[src/sv/sctu_pkg.sv]
package sctu_pkg;

	// Default number of series terms.
	localparam int TERMS_DEF = 12;

	// Working format is signed Q5.59 in 64 bits.
	localparam logic signed [63:0] Q_ONE     = 64'sh0800_0000_0000_0000;
	localparam logic signed [63:0] Q_PI      = 64'sh1921_FB54_442D_1847;
	localparam logic signed [63:0] Q_NEG_PI  = -Q_PI;
	localparam logic signed [63:0] Q_TWO_PI  = 64'sh3243_F6A8_885A_308D;

	// Rounding bias for the final Q30 conversion, plus the offset that keeps it positive.
	localparam logic [63:0] RND_BIAS = 64'h4000_0000_1000_0000;

	// The divider retires this many quotient bits per cycle.
	localparam int DIV_RADIX_BITS = 8;
	localparam int DIV_STEPS      = 64 / DIV_RADIX_BITS;
	localparam int CNT_W          = $clog2(DIV_STEPS);
	localparam logic [CNT_W-1:0] CNT_LAST = CNT_W'(DIV_STEPS - 1);

	// Micro-program addressing.
	localparam int PROG_LEN = 21;
	localparam int PC_W     = 5;
	typedef logic [PC_W-1:0] pc_t;

	localparam pc_t PC_START    = 5'd0;
	localparam pc_t PC_DIV_SET  = 5'd11;
	localparam pc_t PC_DIV_STEP = 5'd12;

	// Datapath operation of one control word.
	typedef enum logic [3:0] {
		OP_RED_SUB,
		OP_RED_ADD,
		OP_MSET_XX,
		OP_MSET_TF,
		OP_MUL,
		OP_ACC,
		OP_FIN_X2,
		OP_DIV_SET,
		OP_DIV_STEP,
		OP_FIN_TERM,
		OP_DONE
	} op_t;

	// Jump condition of one control word.
	typedef enum logic [1:0] {
		JC_NONE,
		JC_CNT,
		JC_TERM
	} jc_t;

	typedef struct packed {
		op_t        op;
		logic [1:0] pp_sel;
		logic       acc_en;
		jc_t        jc;
		pc_t        target;
	} ctrl_t;

	// The program: range reduction, x*x, then one loop pass per series term after the first.
	localparam ctrl_t UCODE [PROG_LEN] = '{
		'{OP_RED_SUB,  2'd0, 1'b0, JC_NONE, PC_START},
		'{OP_RED_SUB,  2'd0, 1'b0, JC_NONE, PC_START},
		'{OP_RED_ADD,  2'd0, 1'b0, JC_NONE, PC_START},
		'{OP_RED_ADD,  2'd0, 1'b0, JC_NONE, PC_START},
		'{OP_MSET_XX,  2'd0, 1'b0, JC_NONE, PC_START},
		'{OP_MUL,      2'd0, 1'b0, JC_NONE, PC_START},
		'{OP_MUL,      2'd1, 1'b1, JC_NONE, PC_START},
		'{OP_MUL,      2'd2, 1'b1, JC_NONE, PC_START},
		'{OP_MUL,      2'd3, 1'b1, JC_NONE, PC_START},
		'{OP_ACC,      2'd0, 1'b1, JC_NONE, PC_START},
		'{OP_FIN_X2,   2'd0, 1'b0, JC_NONE, PC_START},
		'{OP_DIV_SET,  2'd0, 1'b0, JC_NONE, PC_START},
		'{OP_DIV_STEP, 2'd0, 1'b0, JC_CNT,  PC_DIV_STEP},
		'{OP_MSET_TF,  2'd0, 1'b0, JC_NONE, PC_START},
		'{OP_MUL,      2'd0, 1'b0, JC_NONE, PC_START},
		'{OP_MUL,      2'd1, 1'b1, JC_NONE, PC_START},
		'{OP_MUL,      2'd2, 1'b1, JC_NONE, PC_START},
		'{OP_MUL,      2'd3, 1'b1, JC_NONE, PC_START},
		'{OP_ACC,      2'd0, 1'b1, JC_NONE, PC_START},
		'{OP_FIN_TERM, 2'd0, 1'b0, JC_TERM, PC_DIV_SET},
		'{OP_DONE,     2'd0, 1'b0, JC_NONE, PC_START}
	};

	// Product of the next two factorial factors for term index i.
	function automatic int den_of(input int i, input logic cosine);
		int d;
		if (cosine) begin
			d = (2 * i - 1) * (2 * i);
		end else begin
			d = (2 * i) * (2 * i + 1);
		end
		return d;
	endfunction

endpackage

[src/sv/sine_cosine_taylor_unit.sv]
// Each term goes through the radix-256 divider and then the shared 32x32 multiplier, sequenced by
// the micro-program. A command is accepted only while the unit is idle, one computation at a time.
// A new command is taken while the previous result still waits in the output register.
// Reset (arst_n low, asynchronous) clears the sequencer and drops res_valid; no clearing pass.
module sine_cosine_taylor_unit #(
	parameter int TERMS = sctu_pkg::TERMS_DEF
) (
	input  logic               clk,
	input  logic               arst_n,
	input  logic               cmd_valid,
	output logic               cmd_ready,
	input  logic               operation,
	input  logic signed [31:0] angle,
	output logic               res_valid,
	input  logic               res_ready,
	output logic signed [31:0] value
);
	import sctu_pkg::*;

	localparam int MaxDen = (2 * TERMS - 2) * (2 * TERMS - 1);
	localparam int DenW   = $clog2(MaxDen + 1);
	localparam int IdxW   = $clog2(TERMS);

	// Sequencer state.
	logic             busy_q;
	pc_t              pc_q;
	logic [CNT_W-1:0] cnt_q;
	logic [IdxW-1:0]  idx_q;
	logic             res_valid_q;
	ctrl_t            ctrl;
	logic             take_jump;
	logic             done_stall;
	logic             advance;

	// Datapath registers.
	logic                cos_q;
	logic signed [63:0]  x_q;
	logic signed [63:0]  x2_q;
	logic signed [63:0]  term_q;
	logic signed [63:0]  sum_q;
	logic [63:0]         a_q;
	logic [63:0]         b_q;
	logic                neg_q;
	logic [63:0]         pp_q;
	logic [1:0]          pp_sh_q;
	logic [127:0]        acc_q;
	logic [DenW-1:0]     den_q;
	logic [DenW-1:0]     rem_q;
	logic [63:0]         dq_q;
	logic signed [31:0]  value_q;

	// Datapath logic.
	logic [31:0]         a_part;
	logic [31:0]         b_part;
	logic [63:0]         mul_p;
	logic [127:0]        acc_add;
	logic [62:0]         mul_mag;
	logic signed [63:0]  mul_res;
	logic [63:0]         x_mag;
	logic [63:0]         term_mag;
	logic [DenW-1:0]     den_n;
	logic [DenW:0]       trial;
	logic [DenW-1:0]     rem_n;
	logic [DIV_RADIX_BITS-1:0] qbits;
	logic [63:0]         rnd_u;
	logic signed [35:0]  rnd_q;
	logic signed [31:0]  value_n;

	// Control word fetch and sequencing decisions.
	assign ctrl      = UCODE[pc_q];
	assign take_jump = ((ctrl.jc == JC_CNT) && (cnt_q != CNT_LAST))
		|| ((ctrl.jc == JC_TERM) && (idx_q != IdxW'(TERMS - 1)));
	assign done_stall = (ctrl.op == OP_DONE) && res_valid_q && !res_ready;
	assign advance    = busy_q && !done_stall;

	assign cmd_ready = !busy_q;
	assign res_valid = res_valid_q;
	assign value     = value_q;

	// One 32x32 partial product per cycle, registered and shifted into place in the next step.
	assign a_part = ctrl.pp_sel[1] ? a_q[63:32] : a_q[31:0];
	assign b_part = ctrl.pp_sel[0] ? b_q[63:32] : b_q[31:0];
	assign mul_p  = a_part * b_part;

	always_comb begin
		case (pp_sh_q)
			2'd0:    acc_add = {64'd0, pp_q};
			2'd1:    acc_add = {32'd0, pp_q, 32'd0};
			default: acc_add = {pp_q, 64'd0};
		endcase
	end

	// Q59 product rounded half up on the magnitude, sign applied afterwards.
	assign mul_mag = acc_q[121:59] + {62'd0, acc_q[58]};
	assign mul_res = neg_q ? -$signed({1'b0, mul_mag}) : $signed({1'b0, mul_mag});

	assign x_mag    = x_q[63] ? 64'(-x_q) : 64'(x_q);
	assign term_mag = term_q[63] ? 64'(-term_q) : 64'(term_q);
	assign den_n    = DenW'(den_of(int'(idx_q), cos_q));

	// Restoring division step: eight quotient bits against the narrow divisor.
	always_comb begin
		rem_n = rem_q;
		trial = '0;
		qbits = '0;
		for (int k = DIV_RADIX_BITS - 1; k >= 0; k--) begin
			trial = {rem_n, dq_q[64 - DIV_RADIX_BITS + k]};
			if (trial >= {1'b0, den_q}) begin
				trial    = trial - {1'b0, den_q};
				qbits[k] = 1'b1;
			end else begin
				qbits[k] = 1'b0;
			end
			rem_n = trial[DenW-1:0];
		end
	end

	// Final Q59 to Q30 rounding and saturation.
	always_comb begin
		rnd_u = 64'(sum_q) + RND_BIAS;
		rnd_q = $signed({1'b0, rnd_u[63:29]}) - 36'sh2_0000_0000;
		if (rnd_q > 36'sh0_7FFF_FFFF) begin
			value_n = 32'sh7FFF_FFFF;
		end else if (rnd_q < -36'sh0_8000_0000) begin
			value_n = -32'sh8000_0000;
		end else begin
			value_n = rnd_q[31:0];
		end
	end

	// Sequencer registers.
	always_ff @(posedge clk or negedge arst_n) begin
		if (!arst_n) begin
			busy_q      <= 1'b0;
			pc_q        <= PC_START;
			cnt_q       <= '0;
			idx_q       <= '0;
			res_valid_q <= 1'b0;
		end else begin
			if (cmd_valid && cmd_ready) begin
				busy_q <= 1'b1;
				pc_q   <= PC_START;
			end else if (advance) begin
				if (ctrl.op == OP_DONE) begin
					busy_q <= 1'b0;
					pc_q   <= PC_START;
				end else if (take_jump) begin
					pc_q <= ctrl.target;
				end else begin
					pc_q <= pc_q + pc_t'(1);
				end
			end

			if (advance && (ctrl.op == OP_DIV_SET)) begin
				cnt_q <= '0;
			end else if (advance && (ctrl.op == OP_DIV_STEP)) begin
				cnt_q <= cnt_q + CNT_W'(1);
			end

			if (advance && (ctrl.op == OP_FIN_X2)) begin
				idx_q <= IdxW'(1);
			end else if (advance && (ctrl.op == OP_FIN_TERM) && take_jump) begin
				idx_q <= idx_q + IdxW'(1);
			end

			if (advance && (ctrl.op == OP_DONE)) begin
				res_valid_q <= 1'b1;
			end else if (res_ready) begin
				res_valid_q <= 1'b0;
			end
		end
	end

	// Datapath registers, loaded from an accepted command or driven by the current control word.
	always_ff @(posedge clk) begin
		if (cmd_valid && cmd_ready) begin
			x_q   <= {angle[31], angle, 31'd0};
			cos_q <= operation;
		end else if (advance) begin
			case (ctrl.op)
				OP_RED_SUB: begin
					if (x_q > Q_PI) begin
						x_q <= x_q - Q_TWO_PI;
					end
				end
				OP_RED_ADD: begin
					if (x_q < Q_NEG_PI) begin
						x_q <= x_q + Q_TWO_PI;
					end
				end
				OP_MSET_XX: begin
					a_q   <= x_mag;
					b_q   <= x_mag;
					neg_q <= 1'b0;
					acc_q <= '0;
				end
				OP_MSET_TF: begin
					// The factor is minus the quotient, so it is negative whenever nonzero.
					a_q   <= term_mag;
					b_q   <= dq_q;
					neg_q <= term_q[63] ^ (|dq_q);
					acc_q <= '0;
				end
				OP_MUL: begin
					pp_q    <= mul_p;
					pp_sh_q <= {1'b0, ctrl.pp_sel[1]} + {1'b0, ctrl.pp_sel[0]};
					if (ctrl.acc_en) begin
						acc_q <= acc_q + acc_add;
					end
				end
				OP_ACC: begin
					acc_q <= acc_q + acc_add;
				end
				OP_FIN_X2: begin
					x2_q   <= mul_res;
					term_q <= cos_q ? Q_ONE : x_q;
					sum_q  <= cos_q ? Q_ONE : x_q;
				end
				OP_DIV_SET: begin
					den_q <= den_n;
					rem_q <= '0;
					dq_q  <= 64'(x2_q);
				end
				OP_DIV_STEP: begin
					rem_q <= rem_n;
					dq_q  <= {dq_q[63-DIV_RADIX_BITS:0], qbits};
				end
				OP_FIN_TERM: begin
					term_q <= mul_res;
					sum_q  <= sum_q + mul_res;
				end
				OP_DONE: begin
					value_q <= value_n;
				end
				default: begin
				end
			endcase
		end
	end

`ifndef NO_ASSERTIONS
	a_accept_starts: assert property (@(posedge clk) disable iff (!arst_n)
		(cmd_valid && cmd_ready) |=> (busy_q && (pc_q == PC_START)))
		else $error("accepted command did not start the program");

	a_idle_at_start: assert property (@(posedge clk) disable iff (!arst_n)
		!busy_q |-> (pc_q == PC_START))
		else $error("program counter not at start while idle");

	a_result_from_done: assert property (@(posedge clk) disable iff (!arst_n)
		$rose(res_valid) |-> $past(busy_q && (ctrl.op == OP_DONE)))
		else $error("result raised outside the final step");

	a_term_index_range: assert property (@(posedge clk) disable iff (!arst_n)
		idx_q <= IdxW'(TERMS - 1))
		else $error("term index beyond the last term");

	a_done_waits: assert property (@(posedge clk) disable iff (!arst_n)
		(busy_q && (ctrl.op == OP_DONE) && res_valid && !res_ready)
		|=> (busy_q && $stable(value)))
		else $error("final step did not wait for the pending result");
`endif

endmodule

[config.mk]
export PLATFORM = sky130hd
export DESIGN_NAME = sine_cosine_taylor_unit
export DESIGN_NICKNAME = d
export VERILOG_FILES = /design/src/sv/sctu_pkg.sv /design/src/sv/sine_cosine_taylor_unit.sv
export SDC_FILE = /design/constraint.sdc
export NUM_CORES = 2
export LEC_CHECK = 0
export ABC_AREA = 0
export BUFFER_PORTS_ARGS = -buffer_cell sky130_fd_sc_hd__buf_2
export CAP_MARGIN = 20
export CELL_PAD_IN_SITES_DETAIL_PLACEMENT = 0
export CELL_PAD_IN_SITES_GLOBAL_PLACEMENT = 2
export CORE_UTILIZATION = 46
export CTS_BUF_LIST = sky130_fd_sc_hd__clkbuf_2 sky130_fd_sc_hd__clkbuf_4 sky130_fd_sc_hd__clkbuf_8
export CTS_CLUSTER_DIAMETER = 40
export DETAILED_ROUTE_END_ITERATION = 16
export GPL_ROUTABILITY_DRIVEN = 0
export PLACE_DENSITY_LB_ADDON = 0.08
export SYNTH_ARGS = -nofsm -noshare
export SYNTH_HDL_FRONTEND = slang
export SYNTH_SLANG_ARGS = --single-unit
[constraint.sdc]
create_clock -name clk -period 54.1 [get_ports clk]
set_clock_uncertainty 0.05 [all_clocks]
set_input_delay 5.41 -clock clk [delete_from_list [all_inputs] [get_ports clk]]
set_output_delay 5.41 -clock clk [all_outputs]
set_load 0.005 [all_outputs]
==> run metrics <==
initial antenna violation count 17; CP Capture Type flop; chip height 435.3 microns; count leader, synth nand2_1; core area around 190000 sq um; Peak Freq 49.60 MHz; Area growth syn-to-layout 8.263%; chip width 435.3 microns; Detail Route Antenna Nets 0; fin crit share 37.27%; CTS Buffer Depth 3; first-pass GRT wire length 473200 microns; CP Launch Type flop; final net count 11344; syn nets 11411; vias per cell 5.859; drt wl/cell 25.56 microns; largest area contributor in the netlist edfxtp_1; RSZ-0062 raised after global routing no; Yosys top cell area share 22.81%; Cell Rows roughly 160; CTS tree done; synth warn 0; dpl hpwl about 250000 microns; Worst EP arrival about 21 ns; cell area after synthesis approximately 86000 sq um; CTS Hold Bufs 0; slowest cell on the critical path inv_1; Clock Tree Root clkbuf_8; clock sink total 701; share of cells above drive strength 1 roughly 6.7%; DRC 0; Multi-input gate area 59890 sq um; Starting Density 46.42%; Avg Cell Area, Syn 8.776 sq um; Storage cell area 20670 sq um; post_cts resized 0; post-CTS setup buffers 0; fill count 18033; PortBufs 70; Synth Flop Type edfxtp_1; Crit path top cell by count o21ai_0; first-pass iteration count of the detailed router 5; number of global-route vias before repair 73533; cell family with most CP delay compound AO/OA/AOI/OAI gates; Worst-Margin Slew 1.245 ns; cells after synthesis 9839; Num CTS Buffers between 150 and 200; Synth top cells by count 1747 x nand2_1, 1124 x inv_1, 917 x fa_1; Die Area between 150000 and 200000 sq um; drt total wl around 320000 microns; FF+latch count, synth between 700 and 800; HP Class flop to flop; vias post-DR a little over 70000; crit path time final 20.16 ns; MaxCap Viol Count 0; number of synthesized flops with an enable pin 656; GRT Total Usage 33.29%; Synth cell types 82; sequential share of the synthesized area 23.94%; Worst Setup Path Type flop to flop; Synth area leaders edfxtp_1 23%, fa_1 21%, ha_1 9.0%; CP Data Required Time 54.66 ns; max-slew violations 0; IO Pins 71; CP Max Fanout 16; final setup fails 0; outcome completed; sum of negative setup slack 0 ns; largest net degree at the start of global routing 198; CP peak stage delay 0.58 ns; Clock Latency Late Sink 0.91 ns; CTS clk-pin slew, worst paths 0.06 ns; Async SR Flop Fraction 1.997%; H-tree depth 4; Slew Limit Headroom 16.38%; grt ovf 0; Final Hold Viols 0; buffers and inverters on the worst path 7; Detailed Route Iter0 Violations 6364
==> cells by family (layout without fill, tap and decap cells) <==
| group | count (synthesis) | after routing | share of synthesized area [%] |
|---|---|---|---|
| xor gates and xnor gates | 622 | 622 | 6.309 |
| and+or+nand+nor | 3411 | 3411 | 17.38 |
| adders and majority gates | 1535 | 1535 | 30.21 |
| DFF | 701 | 701 | 23.94 |
| other | 0 | 3 | 0 |
| buffers and inverters | 1602 | 1674 | 6.983 |
| AOI/OAI and AO/OA | 1776 | 1776 | 12.87 |
| muxes | 192 | 192 | 2.302 |
==> worst paths after layout <==
| check | from | end | slack [ns] | cells past startpoint |
|---|---|---|---|---|
| min in group asynchronous | arst_n | pc_q[3]$_DFFE_PN0P_ | 4.37 | 1 |
| min reg2reg | x2_q[17]$_DFFE_PP_ | dq_q[17]$_DFFE_PP_ | 0.47 | 2 |
| max reg2reg | den_q[2]$_DFFE_PP_ | rem_q[7]$_SDFFCE_PN0P_ | 33.94 | 74 |
| min | x2_q[17]$_DFFE_PP_ | dq_q[17]$_DFFE_PP_ | 0.47 | 2 |
| max | den_q[2]$_DFFE_PP_ | rem_q[7]$_SDFFCE_PN0P_ | 33.94 | 74 |
| max in group asynchronous | arst_n | idx_q[1]$_DFFE_PN0P_ | 49.32 | 1 |
==> cell usage in the layout, fill, tap and decap left out, types with 31 or more instances in the layout <==
cell | netlist | routed
a211oi_1 | 43 | 43
a21boi_0 | 36 | 35
a21o_1 | 250 | 249
a21oi_1 | 494 | 493
a31oi_1 | 52 | 50
and2_1 | 130 | 129
and3_1 | 64 | 63
buf_2 | 4 | 71
buf_4 | 0 | 167
clkbuf_4 | 0 | 35
clkbuf_8 | 0 | 176
dfxtp_1 | 31 | 31
edfxtp_1 | 656 | 656
fa_1 | 917 | 917
ha_1 | 618 | 618
inv_1 | 1124 | 1123
mux2_2 | 53 | 53
mux2i_1 | 139 | 127
nand2_1 | 1747 | 1742
nand2b_1 | 74 | 74
nand3_1 | 142 | 141
nand4_1 | 115 | 115
nor2_1 | 743 | 738
nor2b_1 | 66 | 65
nor3_1 | 113 | 112
nor4_1 | 51 | 51
o21a_1 | 48 | 48
o21ai_0 | 490 | 487
o21bai_1 | 71 | 71
o31ai_1 | 70 | 70
or3_1 | 39 | 38
xnor2_1 | 382 | 382
xor2_1 | 240 | 240
==> state kept, by name, summed over array words and instances, names as in the netlist, 2 cells and up <==
| name | count |
|---|---|
| acc_q | 122 |
| den_q | 8 |
| x_q | 64 |
| pc_q | 5 |
| rem_q | 9 |
| sum_q | 64 |
| idx_q | 4 |
| term_q | 64 |
| x2_q | 64 |
| pp_q | 64 |
| a_q | 64 |
| b_q | 64 |
| dq_q | 64 |
| pp_sh_q | 2 |
| cnt_q | 3 |
| value | 32 |
==> worst register-to-register path: cells and delay by family (launching register included) <==
kind,cells,cell delay (ns)
simple gates,14,3.16
compound gates,42,11.39
buf+inv,7,1.33
fa+ha+maj,8,2.56
flops,1,0.52
mux,3,0.85
==> per-layer routing <==
| metal | part of all wire (%) | up-vias | wire, microns | GRT usage (%) |
|---|---|---|---|---|
| li1 | - | 32747 | - | - |
| met1 | 42 | 36443 | 131600 | 44.07 |
| met2 | 45 | 2800 | 144000 | 53.00 |
| met3 | 7.1 | 616 | 22620 | 5.161 |
| met4 | 5.9 | 6 | 18560 | 16.58 |
| met5 | 0.013 | - | 41 | 0 |
==> stage by stage <==
stage               cells  util, %  cell area [sq um]  setup slack, ns  hold slack, ns
finish              12394    50.25              93490            33.94          0.4684
global route        12392    50.25              93480            32.45          0.4840
CTS                 12389    50.24              93460            34.37          0.4508
detailed placement  12082    48.13              89530            34.48          0.4536
global placement    12081    48.13              89530            34.52          0.4496
floorplan            9839        -              86350            36.73          0.3987
==> layout make-up <==
type	instances	share of cell area, %
Multi-Input combinational cell	7536	64.06
Antenna cell	3	0.008030
Sequential cell	701	22.11
Timing Repair Buffer	241	1.777
Tap cell	2480	3.319
Inverter	1126	4.521
Clock inverter	96	1.330
Clock buffer	211	2.872
Power is left out: the tool's default activity adds up to more than one toggle a clock period on the data nets, which glitch-free logic cannot reach.
